===== config.mk =====
export PLATFORM = sky130hd
export DESIGN_NAME = relocation_stream_decoder_core
export DESIGN_NICKNAME = d
export VERILOG_FILES = /design/src/hdl/rsd_pkg.sv /design/src/hdl/relocation_stream_decoder_core.sv
export SDC_FILE = /design/constraint.sdc
export NUM_CORES = 1
export LEC_CHECK = 0
export BUFFER_PORTS_ARGS = -buffer_cell sky130_fd_sc_hd__clkbuf_2
export CAP_MARGIN = 15
export CORE_AREA = 2 2 182 130
export DETAILED_ROUTE_END_ITERATION = 6
export DIE_AREA = 0 0 184 132
export GPL_TIMING_DRIVEN = 0
export PLACE_DENSITY_LB_ADDON = 0.05
export SLEW_MARGIN = 5
export SYNTH_ARGS = -nofsm -noshare
export SYNTH_HDL_FRONTEND = slang
export SYNTH_SLANG_ARGS = --single-unit
export TNS_END_PERCENT = 30

===== constraint.sdc =====
create_clock -name clk -period 6.82 [get_ports clk]
set_input_delay 1.364 -clock clk [delete_from_list [all_inputs] [get_ports clk]]
set_output_delay 1.364 -clock clk [all_outputs]
set_load 0.005 [all_outputs]

===== src/hdl/rsd_pkg.sv =====
`default_nettype none

package rsd_pkg;

    // Varint byte layout.
    localparam int unsigned PAYLOAD_W = 7;
    localparam logic [6:0] PAYLOAD_MASK = 7'h7f;
    localparam int unsigned MORE_BIT = 7;

    // Shift tracking: groups of seven bits, saturating at 63.
    localparam int unsigned SHIFT_W = 6;
    localparam logic [5:0] GROUP_BITS = 6'd7;
    localparam logic [5:0] SHIFT_MAX = 6'd63;
    localparam logic [5:0] SHIFT_SAT_LIMIT = SHIFT_MAX - GROUP_BITS;

    // Relocation type that patches a full 32-bit word.
    localparam logic [31:0] TYPE_WORD32 = 32'd2;

    // A word delta is in units of four bytes.
    localparam int unsigned DELTA_SHIFT = 2;

    // Configuration register indexes.
    localparam int unsigned CFG_INDEX_W = 1;
    typedef enum logic [CFG_INDEX_W-1:0] {
        CFG_BASE   = 1'b0,
        CFG_OFFSET = 1'b1
    } cfg_reg_t;

    // One result transaction.
    typedef struct packed {
        logic [31:0] patch_address;
        logic [31:0] add_amount;
        logic        apply;
        logic        table_end;
    } result_t;

endpackage

`default_nettype wire


===== src/hdl/relocation_stream_decoder_core.sv =====
// Channel   | Direction | Handshake              | Payload
// ----------+-----------+------------------------+------------------------------------------
// input     | in        | in_valid / in_stall    | table_byte
// output    | out       | out_valid / out_stall  | patch_address, add_amount, apply, table_end
// config    | in        | cfg_write              | cfg_index, cfg_data
//
// Each byte is decoded in the cycle it is accepted, and its result (if any)
// is registered at that edge, so one byte per cycle is sustained while in_stall is low.
// The running-address adder is the longest path.
// A two-entry output buffer (output register plus skid register) lets input
// continue while one result is stalled; in_stall is the skid register being full.
// Reset (rst_n low, asynchronous) empties both registers and restarts the table decode.
`default_nettype none

module relocation_stream_decoder_core (
    input  wire logic        clk,
    input  wire logic        rst_n,
    // Byte input channel.
    input  wire logic        in_valid,
    output logic             in_stall,
    input  wire logic [7:0]  table_byte,
    // Result output channel.
    output logic             out_valid,
    input  wire logic        out_stall,
    output logic [31:0]      patch_address,
    output logic [31:0]      add_amount,
    output logic             apply,
    output logic             table_end,
    // Configuration write port.
    input  wire logic        cfg_write,
    input  wire logic [rsd_pkg::CFG_INDEX_W-1:0] cfg_index,
    input  wire logic [31:0] cfg_data
);

    // Configuration registers.
    logic [31:0] base_reg;
    logic [31:0] offset_reg;

    // Decode state.
    logic        expect_delta_reg, expect_delta_next;
    logic [31:0] accum_reg, accum_next;
    logic [rsd_pkg::SHIFT_W-1:0] shift_reg, shift_next;
    logic [31:0] running_reg, running_next;
    logic        type_word32_reg, type_word32_next;
    logic        fresh_reg, fresh_next;

    // Output buffer.
    logic             out_valid_reg, out_valid_next;
    rsd_pkg::result_t out_data_reg, out_data_next;
    logic             skid_valid_reg, skid_valid_next;
    rsd_pkg::result_t skid_data_reg, skid_data_next;

    // Decode results.
    logic             in_accept;
    logic             out_take;
    logic [31:0]      shifted;
    logic [31:0]      accum_sum;
    logic [31:0]      start_address;
    logic             res_valid;
    rsd_pkg::result_t res_data;

    assign in_accept = in_valid && !skid_valid_reg;
    assign out_take  = out_valid_reg && !out_stall;

    // Configuration writes.
    always_ff @(posedge clk or negedge rst_n)
    begin
        if (!rst_n)
        begin
            base_reg   <= '0;
            offset_reg <= '0;
        end
        else if (cfg_write)
        begin
            if (cfg_index == rsd_pkg::CFG_BASE)
                base_reg <= cfg_data;
            else if (cfg_index == rsd_pkg::CFG_OFFSET)
                offset_reg <= cfg_data;
        end
    end

    // Varint accumulation; groups at shift 32 or above are dropped.
    always_comb
    begin
        shifted   = {25'd0, table_byte[6:0] & rsd_pkg::PAYLOAD_MASK} << shift_reg;
        accum_sum = shift_reg[5] ? accum_reg : (accum_reg | shifted);
        // While the table is fresh the base register stands in for the address.
        start_address = fresh_reg ? base_reg : running_reg;
    end

    // Next decode state and the result of the accepted byte.
    always_comb
    begin
        expect_delta_next = expect_delta_reg;
        accum_next        = accum_reg;
        shift_next        = shift_reg;
        running_next      = running_reg;
        type_word32_next  = type_word32_reg;
        fresh_next        = fresh_reg;
        res_valid         = 1'b0;
        res_data          = '0;

        if (in_accept)
        begin
            if (table_byte[rsd_pkg::MORE_BIT])
            begin
                accum_next = accum_sum;
                if (shift_reg <= rsd_pkg::SHIFT_SAT_LIMIT)
                    shift_next = shift_reg + rsd_pkg::GROUP_BITS;
                else
                    shift_next = rsd_pkg::SHIFT_MAX;
            end
            else
            begin
                accum_next = '0;
                shift_next = '0;
                if (!expect_delta_reg)
                begin
                    if (accum_sum == 32'd0)
                    begin
                        // Type zero closes the table.
                        fresh_next         = 1'b1;
                        res_valid          = 1'b1;
                        res_data.table_end = 1'b1;
                    end
                    else
                    begin
                        type_word32_next  = (accum_sum == rsd_pkg::TYPE_WORD32);
                        expect_delta_next = 1'b1;
                    end
                end
                else
                begin
                    running_next = start_address + (accum_sum << rsd_pkg::DELTA_SHIFT);
                    fresh_next        = 1'b0;
                    expect_delta_next = 1'b0;
                    res_valid              = 1'b1;
                    res_data.patch_address = running_next;
                    res_data.add_amount    = offset_reg;
                    res_data.apply         = type_word32_reg;
                end
            end
        end
    end

    // Output register and skid register.
    always_comb
    begin
        out_valid_next  = out_valid_reg;
        out_data_next   = out_data_reg;
        skid_valid_next = skid_valid_reg;
        skid_data_next  = skid_data_reg;

        if (!out_valid_reg || out_take)
        begin
            if (skid_valid_reg)
            begin
                out_valid_next  = 1'b1;
                out_data_next   = skid_data_reg;
                skid_valid_next = 1'b0;
            end
            else
            begin
                out_valid_next = res_valid;
                if (res_valid)
                    out_data_next = res_data;
            end
        end
        else if (res_valid)
        begin
            skid_valid_next = 1'b1;
            skid_data_next  = res_data;
        end
    end

    // Control state.
    always_ff @(posedge clk or negedge rst_n)
    begin
        if (!rst_n)
        begin
            expect_delta_reg <= 1'b0;
            accum_reg        <= '0;
            shift_reg        <= '0;
            running_reg      <= '0;
            type_word32_reg  <= 1'b0;
            fresh_reg        <= 1'b1;
            out_valid_reg    <= 1'b0;
            skid_valid_reg   <= 1'b0;
        end
        else
        begin
            expect_delta_reg <= expect_delta_next;
            accum_reg        <= accum_next;
            shift_reg        <= shift_next;
            running_reg      <= running_next;
            type_word32_reg  <= type_word32_next;
            fresh_reg        <= fresh_next;
            out_valid_reg    <= out_valid_next;
            skid_valid_reg   <= skid_valid_next;
        end
    end

    // Result payload registers.
    always_ff @(posedge clk)
    begin
        out_data_reg  <= out_data_next;
        skid_data_reg <= skid_data_next;
    end

    assign in_stall      = skid_valid_reg;
    assign out_valid     = out_valid_reg;
    assign patch_address = out_data_reg.patch_address;
    assign add_amount    = out_data_reg.add_amount;
    assign apply         = out_data_reg.apply;
    assign table_end     = out_data_reg.table_end;

endmodule

`default_nettype wire


# After elaboration in Yosys (flattened, before gate mapping)
# Index checks and enable logic that the tools add are counted.
dict set report op_classes {
  add_sub_neg 2
  multipliers 0
  n_div 0
  magnitude_cmp 1
  n_eq_ne 1
  shift 1
  muxes 22
  n_bitwise 6
  reduce_logical 18
}
# op count
set ops {}
lappend ops {{$mux W66} 4}
lappend ops {{$mux W32} 3}
lappend ops {{$mux W65} 1}
lappend ops {{$add A32 B32 Y32} 1}
lappend ops {{$eq A32 B2 Y1 const B} 1}
lappend ops {{$logic_not A32 Y1} 1}
lappend ops {{$or A32 B32 Y32} 1}
lappend ops {{$shl A7 B6 Y32} 1}
lappend ops {{$mux W1} 12}
lappend ops {{$mux W6} 2}
lappend ops {{$reduce_and A2 Y1} 5}
lappend ops {{$add A6 B3 Y6 const B} 1}
lappend ops {{$le A6 B6 Y1 const B} 1}
lappend ops {{$reduce_and A3 Y1} 2}
lappend ops {{$reduce_bool A2 Y1} 3}
lappend ops {{$not A1 Y1} 5}
lappend ops {{$reduce_and A4 Y1} 1}
lappend ops {{$logic_not A1 Y1} 3}
lappend ops {{$logic_and A1 B1 Y1} 2}
lappend ops {{$logic_or A1 B1 Y1} 1}
dict set report word_totals {
  regBits 271
  latch_bits 0
  ram_bits 0
  mem_bits_ro 0
  in_bits 46
  output_inout_bits 68
  word_cells 69
  mem_count 0
}

# Depth between registers and ports, before layout
# Gate-level depths: netlist of run 1.
dict set report depth {
  word_depth 10
  mapped_depth 18
  ltp_nobuf 14
}

# Worst setup path after synthesis of run 1
# OpenSTA, ideal clock, no wires.
dict set report synth_path {
  path_kind {input to register}
  start {in table_byte[3]}
  end {reg out_data_reg, in the netlist add_amount[0], enable pin}
  setup_ps 483
  t_arrival_ps 6112
  t_required_ps 6337
  path_slack_ps 225
  path_stages 8
  n_path_buf 0
  cell_sequence {mux2_1 -> mux4_2 -> a21o_1 -> or3_1 -> nor4_1 -> nand4_1 -> o21a_1 -> a211oi_2}
}
dict set report synth_via {
  elab_chain_cells 10
}
# item line
set synth_lines {}
lappend synth_lines {{start, declared} relocation_stream_decoder_core.sv:21} ;# input wire logic [7:0] table_byte,
lappend synth_lines {{$shl A7 B6 Y32} relocation_stream_decoder_core.sv:85} ;# shifted = {25'd0, table_byte[6:0] & rsd_pkg::PAYLOAD_MASK} << shift_reg;
lappend synth_lines {{$or A32 B32 Y32} relocation_stream_decoder_core.sv:86} ;# accum_sum = shift_reg[5] ? accum_reg : (accum_reg | shifted);
lappend synth_lines {{$mux W32} relocation_stream_decoder_core.sv:86}
lappend synth_lines {{$logic_not A32 Y1} relocation_stream_decoder_core.sv:119} ;# if (accum_sum == 32'd0)
lappend synth_lines {{$mux W1} relocation_stream_decoder_core.sv:119}
lappend synth_lines {{$mux W1} relocation_stream_decoder_core.sv:117} ;# if (!expect_delta_reg)
lappend synth_lines {{$mux W1} relocation_stream_decoder_core.sv:105} ;# if (table_byte[rsd_pkg::MORE_BIT])
lappend synth_lines {{$mux W1} relocation_stream_decoder_core.sv:103} ;# if (in_accept)
lappend synth_lines {{$reduce_bool A2 Y1 (no source line)} n/a}
lappend synth_lines {{$reduce_and A2 Y1 (no source line)} n/a}
lappend synth_lines {{end signal, assigned} relocation_stream_decoder_core.sv:206} ;# out_data_reg <= out_data_next;
lappend synth_lines {{end, declared} relocation_stream_decoder_core.sv:49} ;# rsd_pkg::result_t out_data_reg, out_data_next;
# No other way between the ends.
# A chain may end at the register's enable or synchronous reset.

# Final worst setup path of run 1
dict set report layout_path {
  start {in table_byte[0]}
  end {reg out_data_reg, in the netlist patch_address[25] (data pin)}
}
dict set report layout_via {
  elab_chain_cells 9
}
# item line
set layout_lines {}
lappend layout_lines {{$shl A7 B6 Y32} relocation_stream_decoder_core.sv:85}
lappend layout_lines {{$or A32 B32 Y32} relocation_stream_decoder_core.sv:86}
lappend layout_lines {{$mux W32} relocation_stream_decoder_core.sv:86}
lappend layout_lines {{$add A32 B32 Y32} relocation_stream_decoder_core.sv:134} ;# running_next = start_address + (accum_sum << rsd_pkg::DELTA_SHIFT);
lappend layout_lines {{$mux W65} relocation_stream_decoder_core.sv:117}
lappend layout_lines {{$mux W66} relocation_stream_decoder_core.sv:105}
lappend layout_lines {{$mux W66} relocation_stream_decoder_core.sv:103}
lappend layout_lines {{$mux W66} relocation_stream_decoder_core.sv:165} ;# if (res_valid)
lappend layout_lines {{$mux W66} relocation_stream_decoder_core.sv:156} ;# if (skid_valid_reg)
# No other way between the ends. The select of a mux whose other input is x is not followed.

==> results of run 1 <==
final cells by class:
cell class | count | area share [%]
flip-flops and latches | 271 | 48.7
multi-input cells | 773 | 36.2
clock buffers | 33 | 4.78
repair buffers | 118 | 4.48
well taps | 288 | 2.36
plain buffers | 73 | 1.98
inverters | 32 | 0.787
clock inverters | 15 | 0.705
tightest hold or removal path, delay by kind of cell, from the launching register on:
kind          cells  cell delay [ns]
flops             1             0.34
simple gates      2             0.10
power breakdown:
group,leakage (nW),internal [mW],switching [mW]
sequential,2.95,1.96,0.132
combinational,4.03,0.732,1.22
clock,0.416,0.797,0.624
synth_stat cells (8+ instances only):
cell / count
nand3_1: 17
inv_1: 31
and3_1: 41
mux2_2: 101
xnor2_1: 10
and2_1: 14
edfxtp_1: 132
a31oi_1: 8
clkbuf_1: 59
mux2i_1: 10
nor3_1: 15
nand4_1: 19
o21ai_0: 40
buf_1: 8
a21oi_1: 56
o211a_1: 19
ha_1: 29
a21o_1: 86
nor4_1: 8
nand2_1: 123
nor2_1: 54
dfrtp_1: 138
layer usage:
layer  up-vias  GRT usage, %  share of wire (%)
li1       4555             -                  -
met1      4919          48.3                 48
met2       473          41.5                 40
met3        60          7.32                9.3
met4         0          7.11                2.5
met5         -             0                  0
cells by family (layout without fill, tap and decap cells):
group           Yosys count  after routing
mux                     120            120
flops                   271            271
xor+xnor                 18             18
simple gates            327            327
fa+ha+maj                30             30
buf+inv                 105            271
compound gates          278            278
stage by stage:
stage	power, mW	setup TNS (ns)	area, sq um	util (%)	cells
floorplan	3.44	0	13400	-	1149
global placement	3.97	-113.34	14300	63.7	1549
detailed placement	4.00	0	14400	64.3	1555
CTS	5.43	0	15300	68.0	1603
global route	5.74	0	15300	68.0	1603
finish	5.46	0	15300	68.0	1603
worst max path at each step:
stage | end | start | cells after the start | slack (ns)
6_report | patch_address[25]$_DFFE_PP_ | table_byte[0] | 15 | 1.19
2_1_floorplan | add_amount[0]$_DFFE_PP_ | table_byte[3] | 8 | 0.22
4_1_cts | patch_address[25]$_DFFE_PP_ | table_byte[0] | 15 | 1.39
3_5_place_dp | patch_address[25]$_DFFE_PP_ | table_byte[0] | 15 | 0.85
5_1_grt | patch_address[25]$_DFFE_PP_ | table_byte[0] | 15 | 1.03
3_3_place_gp | patch_address[15]$_DFFE_PP_ | table_byte[0] | 9 | -1.65
==> metrics.txt, run 1 <==
R2R Setup Slk 1.33 ns; WHS 0.475 ns; vias 10007; Core Box Area 22400 sq um; RR Startpoint shift_reg[1]$_DFFE_PN0P_; Worst Skew 0.0198 ns; Max Fanout on Critical Path 9; slowest CP cell nor4b_1; Worst-Skew Late Latency 0.54 ns; CP most frequent cell a21o_1; syn_nets 1225; synthesized area 13400 sq um; max-cap violations 0; nets 1371; most common cell after layout, fill and taps aside dfrtp_1; HP Class flip-flop to flip-flop; IR Drop Worst-Case VDD 0.000207 V; Final Wtd Congestion 0.990; RR Endpoint patch_address[25]$_DFFE_PP_; clock sink count 271; vias in the first global route 9558; Diodes inserted 0; CP Cell Sequence clkbuf_2 > mux2_4 > a22oi_1 > o22ai_1 > a21o_1 > ha_1 > clkbuf_1 > a21o_1 > a31oi_1 > nor3_1 > nor4b_1 > o21ai_0 > a21oi_1 > mux2i_1 > nand2_1; outcome finished clean; max-slew violations 0; IO Pins 114; Yosys top cell area share 29.6%; layout cell share with drive strength beyond 1 22.0%; Synth Area in Simple Gates 12.0%; fill cell count 1692; ys flop type dfrtp_1; row count 46; crit share post-route 82.5%; unrepaired setup endpoints after global routing false; delay-heaviest family, CP compound AO/OA/AOI/OAI gates; first-pass iteration count of the detailed router 5; Slew Limit Headroom 21.9%; Synth-to-Final Area Change 14.2%; adder-cell share of the synthesized area 2.86%; Final ANT Viol Nets 0; die area 24300 sq um; worst setup margin 1.19 ns; Die H 132 um; CP Class input pin to flip-flop; TritonCTS clock tree built; cell taking the most area after synthesis edfxtp_1; Power Density 358 nW/um^2; WL/cell 22.7 um; synthesized flop and latch total 271; hold path start running_reg[13]$_DFFE_PN0P_; Place WS 0.852 ns; Max Freq 0.178 GHz; hpwl dp 27400 um; Seq/Total Area, Yosys 55.7%; top post-synthesis cells by area edfxtp_1 (30%), dfrtp_1 (26%), mux2_2 (8.5%); Post-CTS Repair Setup Buffers 0; commonest non-fill, non-tap cells in the layout dfrtp_1 (138), edfxtp_1 (132), nand2_1 (123), clkbuf_2 (111), mux2_2 (101); H-tree depth 1; endpoints failing setup 0; compound-gate portion of the synthesized area 14.6%; WHS Path Cells 2; DRC 0; initial antenna violation count 0; clock root buffer clkbuf_16; asr flop ratio synth 51.3%; input/output buffers 112; Cell variety after synth 72; largest net degree at the start of global routing 72; syn_area_per_cell 11.6 sq um; Yosys warnings 0; maximum root-to-sink buffer count 3; Total Wirelength 36500 um; required time of the critical path 7.08 ns; CP bufs+invs 2; max reg flops 66; endpoint class of the critical path flip-flop; Static Leakage 7.40 nW; Synth Instances 1149; largest family of logic cells by synthesized area compound AO/OA/AOI/OAI gates; max incr delay on CP 0.66 ns; Initial DRC Count 860; vias per cell 6.24; grt total ovfl 0; mux cell area share after synthesis 10.5%; Startpoint Class input pin; global-route wire length before repair 56000 um; fin crit period 5.63 ns; Overall Global Routing Usage 30.3%; number of flops mapped to enable cells by yosys 132; Reg clk slew, reported paths 0.07 ns; Hold EP running_reg[13]$_DFFE_PN0P_; initial core utilization 59.6%; Resize count post-CTS 0; cts bufs inserted 26; area of the multi-input gates 5520 sq um; final hold vios 0; xor/xnor share of the synthesized area 1.28%; Reg area 7440 sq um; R2R depth 18; Worst-Margin Slew 1.17 ns; Worst EP arrival 5.89 ns; Die Wd 184 um; Hold-fix buffers, CTS 0
Note: power is estimated with default switching activity, not from simulation.
==> inputs of run 2 (changes only) <==
- CORE_AREA: 2 2 182 130 -> 2 2 192 137
- DIE_AREA: 0 0 184 132 -> 0 0 194 139
- clock period: 6.82 -> 4.7 ns (I/O delays scaled with it)
==> metrics.txt, run 2 (synthesis results as in run 1) <==
outcome finished clean; clock sink count 271 (unchanged); Overall Global Routing Usage 28.4% (-1.9 points); HP Class input pin to asynchronous set/reset pin; Max Freq 0.221 GHz; nets 1373 (+0.15%); WL/cell 23.3 um (+2.5%); IO Pins 114 (unchanged); max-slew violations 0 (unchanged); Worst-Margin Slew 0.882 ns (-0.288 ns); layout cell share with drive strength beyond 1 24.1% (+2.1 points); H-tree depth 1 (unchanged); R2R depth 12 (-6); initial core utilization 52.9% (-6.6 points); Power Density 523 nW/um^2 (+46%); RR Endpoint patch_address[25]$_DFFE_PP_; vias 9982 (-0.25%); max incr delay on CP 0.77 ns (+0.11 ns); Synth-to-Final Area Change 16.0%; R2R Setup Slk 0.18 ns (-1.15 ns); slowest CP cell nor4_2; RR Startpoint shift_reg[2]$_DFFE_PN0P_; delay-heaviest family, CP compound AO/OA/AOI/OAI gates; input/output buffers 112 (unchanged); hpwl dp 29100 um (+6.0%); Die Wd 194 um (+5.4%); Diodes inserted 0 (unchanged); DP Cell Count 1599 (+2.8%); grt total ovfl 0 (unchanged); Max Fanout on Critical Path 8 (-1); CP Cell Sequence buf_2 > nor4_2 > a21o_1 > ha_1 > a21o_1 > o22ai_1 > o21ai_0 > a211oi_2 > o21ai_0 > a21oi_1 > mux2i_4 > nand2_1; endpoint class of the critical path flip-flop; die area 27000 sq um (+11%); CP Class flip-flop to flip-flop; Final Wtd Congestion 0.951 (-4.0%); Worst-Skew Late Latency 0.55 ns (about the same); Total Wirelength 38400 um (+5.3%); max-cap violations 0 (unchanged); met2 wire len 16100 um (+9.1%); largest net degree at the start of global routing 75 (+4.2%); endpoints failing setup 0 (unchanged); row count 49 (+6.5%); Post-Layout Inst Area 15500 sq um (+1.6%); Place WS -0.873 ns (-1.72 ns); global-route wire length before repair 58400 um (+4.3%); final hold vios 0 (unchanged); Reg clk slew, reported paths 0.06 ns (about the same); worst setup margin 0.177 ns (-1.02 ns); Die H 139 um (+5.3%); fill cell count 2105 (+24%); non-filler cells, final 1647 (+2.7%); TritonCTS clock tree built; cts bufs inserted 27 (+3.8%); Final ANT Viol Nets 0 (unchanged); most common cell after layout, fill and taps aside dfrtp_1; required time of the critical path 4.98 ns (-2.10 ns); Startpoint Class flip-flop; Initial DRC Count 1026 (+19%); unrepaired setup endpoints after global routing true; vias per cell 6.06 (-2.9%); Slew Limit Headroom 41.2% (+19 points); DP Area 14500 sq um (+0.43%); max reg flops 66 (unchanged); max layer used met4; vias in the first global route 9407 (-1.6%); commonest non-fill, non-tap cells in the layout dfrtp_1 (138), edfxtp_1 (132), nand2_1 (123), clkbuf_2 (118), mux2_2 (101); DR WL met3 3350 um (-0.95%); maximum root-to-sink buffer count 3 (unchanged); clock root buffer clkbuf_16; Core Box Area 25300 sq um (+13%); Worst Skew 0.0155 ns (-0.00432 ns); Static Leakage 7.48 nW (+1.1%); DRC 0 (unchanged); wl on met1 18400 um (+5.7%); crit share post-route 96.2%; CP bufs+invs 1 (-1); first-pass iteration count of the detailed router 5 (unchanged); fin crit period 4.52 ns; IR Drop Worst-Case VDD 0.000349 V (+69%); initial antenna violation count 0 (unchanged); Worst EP arrival 4.81 ns (-1.08 ns)
## run 2: stage by stage
step / hold slack (ns) / util, % / TNS, ns / power, mW
after floorplan: 0.442 / - / -41.42 / 5.00
after global placement: 0.454 / 56.8 / -313.01 / 5.83
after detailed placement: 0.460 / 57.4 / -62.24 / 5.87
after CTS: 0.405 / 61.0 / 0 / 8.02
after global routing: 0.432 / 61.4 / -0.0705 / 8.54
final: 0.388 / 61.4 / 0 / 8.12
## run 2: how the worst max path moves through the flow
| stage | startpoint | end | cells after the start |
|---|---|---|---|
| global route | shift_reg[0]$_DFFE_PN0P_ | patch_address[28]$_DFFE_PP_ | 16 |
| finish | shift_reg[2]$_DFFE_PN0P_ | patch_address[25]$_DFFE_PP_ | 12 |
| floorplan | table_byte[2] | add_amount[0]$_DFFE_PP_ | 8 |
| global placement | table_byte[0] | patch_address[17]$_DFFE_PP_ | 9 |
| CTS | shift_reg[3]$_DFFE_PN0P_ | patch_address[29]$_DFFE_PP_ | 15 |
| detailed placement | table_byte[0] | patch_address[29]$_DFFE_PP_ | 15 |
## run 2: routing by layer
| metal | vias up | track usage, % |
|---|---|---|
| li1 | 4536 | - |
| met1 | 4994 | 45.1 |
| met2 | 409 | 40.2 |
| met3 | 43 | 6.42 |
| met4 | 0 | 4.82 |
| met5 | - | 0 |
## run 2: cell type report
class | count | area, sq um | share of cell area [%]
Clock buffer | 37 | 753 | 4.86
Clock inverter | 11 | 98.8 | 0.637
Inverter | 32 | 120 | 0.774
Buffer | 70 | 303 | 1.95
Sequential cell | 271 | 7440 | 48.0
Multi-Input combinational cell | 773 | 5670 | 36.5
Timing Repair Buffer | 122 | 712 | 4.59
Tap cell | 331 | 414 | 2.67
## run 2: what timing repair did
action,4_1_cts,5_1_grt
setup endpoints to repair,58,41
pin swaps,1,0
hold buffers,0,0
cloned,0,0
setup buffers,1,2
gates resized for setup,14,29
## run 2: power by group
| group | total [mW] | switching, mW | internal (mW) |
|---|---|---|---|
| clock | 2.11 | 0.890 | 1.22 |
| sequential | 3.04 | 0.194 | 2.84 |
| combinational | 2.97 | 1.85 | 1.12 |
==> inputs of run 3 (changes only) <==
- RECOVER_POWER: default -> 25
==> metrics.txt, run 3 (synthesis results as in run 1) <==
outcome finished with violations; failing checks max-capacitance violations, max-slew violations; initial antenna violation count 0 (unchanged); vias per cell 6.05 (-0.13%); Final ANT Viol Nets 0 (unchanged); required time of the critical path 4.99 ns (about the same); cts bufs inserted 27 (unchanged); fin crit period 4.55 ns (+0.0293 ns); Core Box Area 25300 sq um (unchanged); non-filler cells, final 1647 (unchanged); hpwl dp 29100 um (unchanged); nets 1373 (unchanged); final hold vios 0 (unchanged); CP Cell Sequence buf_2 > nor4_2 > a21o_1 > ha_1 > a21o_1 > o22ai_1 > o21ai_0 > a211oi_2 > o21ai_0 > a21oi_1 > mux2i_4 > nand2_1; M1 GR Usage 45.1% (unchanged); Startpoint Class flip-flop; global-route wire length before repair 58400 um (unchanged); Initial DRC Count 1037 (+1.1%); CP Class flip-flop to flip-flop; Place WS -0.873 ns (unchanged); largest net degree at the start of global routing 75 (unchanged); Max Fanout on Critical Path 8 (unchanged); grt total ovfl 0 (unchanged); Power Density 523 nW/um^2 (about the same); delay-heaviest family, CP compound AO/OA/AOI/OAI gates; met3 GRT Util 6.42% (unchanged); die area 27000 sq um (unchanged); Diodes inserted 0 (unchanged); combinational power share 36.5% (about the same); input/output buffers 112 (unchanged); worst setup margin 0.147 ns (-0.0293 ns); met2 usage 40.2% (unchanged); initial core utilization 52.9% (unchanged); HP Class flip-flop to flip-flop; max-cap violations 1 (+1); Max Freq 0.220 GHz (-0.64%); maximum root-to-sink buffer count 3 (unchanged); Synth-to-Final Area Change 15.9% (about the same); DP Cell Count 1599 (unchanged); Sequential Power Share 37.5% (about the same); IO Pins 114 (unchanged); Die H 139 um (unchanged); layout cell share with drive strength beyond 1 23.9% (-0.15 points); clock power share 26.0% (about the same); DRC 0 (unchanged); Die Wd 194 um (unchanged); vias 9969 (-0.13%); commonest non-fill, non-tap cells in the layout dfrtp_1 (138), edfxtp_1 (132), nand2_1 (123), clkbuf_2 (117), mux2_2 (101); slowest CP cell nor4_2; Reg clk slew, reported paths 0.06 ns (about the same); first-pass iteration count of the detailed router 5 (unchanged); IR Drop Worst-Case VDD 0.000349 V (about the same); Static Leakage 7.47 nW (-0.12%); Total Wirelength 38400 um (-0.10%); clock sink count 271 (unchanged); Worst EP arrival 4.84 ns (+0.03 ns); WL/cell 23.3 um (-0.10%); unrepaired setup endpoints after global routing true; max-slew violations 66 (+66); endpoints failing setup 0 (unchanged); Sw Ratio 36.1% (-0.052 points); row count 49 (unchanged); Worst-Skew Late Latency 0.55 ns (about the same); TritonCTS clock tree built; net switching power 2.93 mW (-0.23%); Final Wtd Congestion 0.951 (unchanged); GR peak layer met1; fill cell count 2107 (+0.095%); Slew Limit Headroom -146% (-190 points); most common cell after layout, fill and taps aside dfrtp_1; Pint 5.18 mW (about the same); Worst Skew 0.0164 ns (+0.000956 ns); max incr delay on CP 0.78 ns (about the same); max reg flops 66 (unchanged); Overall Global Routing Usage 28.4% (unchanged); vias in the first global route 9407 (unchanged); crit share post-route 96.9% (+0.62 points); H-tree depth 1 (unchanged); endpoint class of the critical path flip-flop; CP bufs+invs 1 (unchanged); Worst-Margin Slew 3.68 ns (+2.80 ns); clock root buffer clkbuf_16
[run 3: changes by cell type in the layout (fill, tap and decap cells not counted), sizes merged]
cell | previous run | this run
buf | 25 | 24
clkbuf | 204 | 205
[run 3: final timing paths]
| check | startpoint | to | slack (ns) | depth (start not counted) |
|---|---|---|---|---|
| worst max-delay path | shift_reg[2]$_DFFE_PN0P_ | patch_address[25]$_DFFE_PP_ | 0.15 | 12 |
| worst min-delay path | running_reg[9]$_DFFE_PN0P_ | running_reg[9]$_DFFE_PN0P_ | 0.47 | 2 |
| worst max register to register | shift_reg[2]$_DFFE_PN0P_ | patch_address[25]$_DFFE_PP_ | 0.15 | 12 |
| worst min register to register | running_reg[9]$_DFFE_PN0P_ | running_reg[9]$_DFFE_PN0P_ | 0.47 | 2 |
| max in group asynchronous | rst_n | running_reg[8]$_DFFE_PN0P_ | 0.94 | 1 |
| min in group asynchronous | rst_n | offset_reg[23]$_DFFE_PN0P_ | 1.66 | 1 |
[run 3: stage by stage]
stage / setup TNS (ns) / utilization, % / hold slack [ns] / total power, mW / instance area (sq um)
floorplan: -41.42 / - / 0.442 / 5.00 / 13400
global placement: -313.01 / 56.8 / 0.454 / 5.83 / 14400
detailed placement: -62.24 / 57.4 / 0.460 / 5.87 / 14500
CTS: 0 / 61.0 / 0.405 / 8.02 / 15400
global route: -0.0705 / 61.4 / 0.489 / 8.54 / 15500
finish: 0 / 61.4 / 0.472 / 8.11 / 15500
[run 3: layout make-up]
cell class              count  area [sq um]  share of cell area, %
repair buffers            122           701                   4.52
well taps                 331           414                   2.67
flip-flops and latches    271          7440                   48.0
inverters                  32           120                  0.775
multi-input cells         773          5670                   36.6
plain buffers              70           303                   1.95
clock buffers              37           753                   4.86
clock inverters            11          98.8                  0.638
[run 3: worst min-delay path, delay by kind of cell, from the launching register on]
| family | cells | cell delay (ns) |
|---|---|---|
| flops | 1 | 0.34 |
| simple gates | 2 | 0.10 |
[run 3: timing repair]
item,in CTS,in global routing
buffers inserted,1,2
cloned,0,0
hold buffers,0,0
pin swaps,1,0
gates resized for setup,14,29
endpoints found under the setup margin,58,41
[run 3: power groups by stage]
stage / Clock (mW) / Combinational, mW / Sequential (mW)
after global placement: 0 / 2.76 / 3.07
after CTS: 2.15 / 2.83 / 3.03
final: 2.11 / 2.96 / 3.04
after global routing: 2.23 / 3.23 / 3.07
after floorplan: 0 / 1.99 / 3.01
after detailed placement: 0 / 2.79 / 3.08
[run 3: metal layers]
layer | wire [um] | up-vias
met1 | 18400 | 4994
met5 | 0 | -
li1 | - | 4539
met3 | 3400 | 51
met2 | 16000 | 385
met4 | 636 | 0
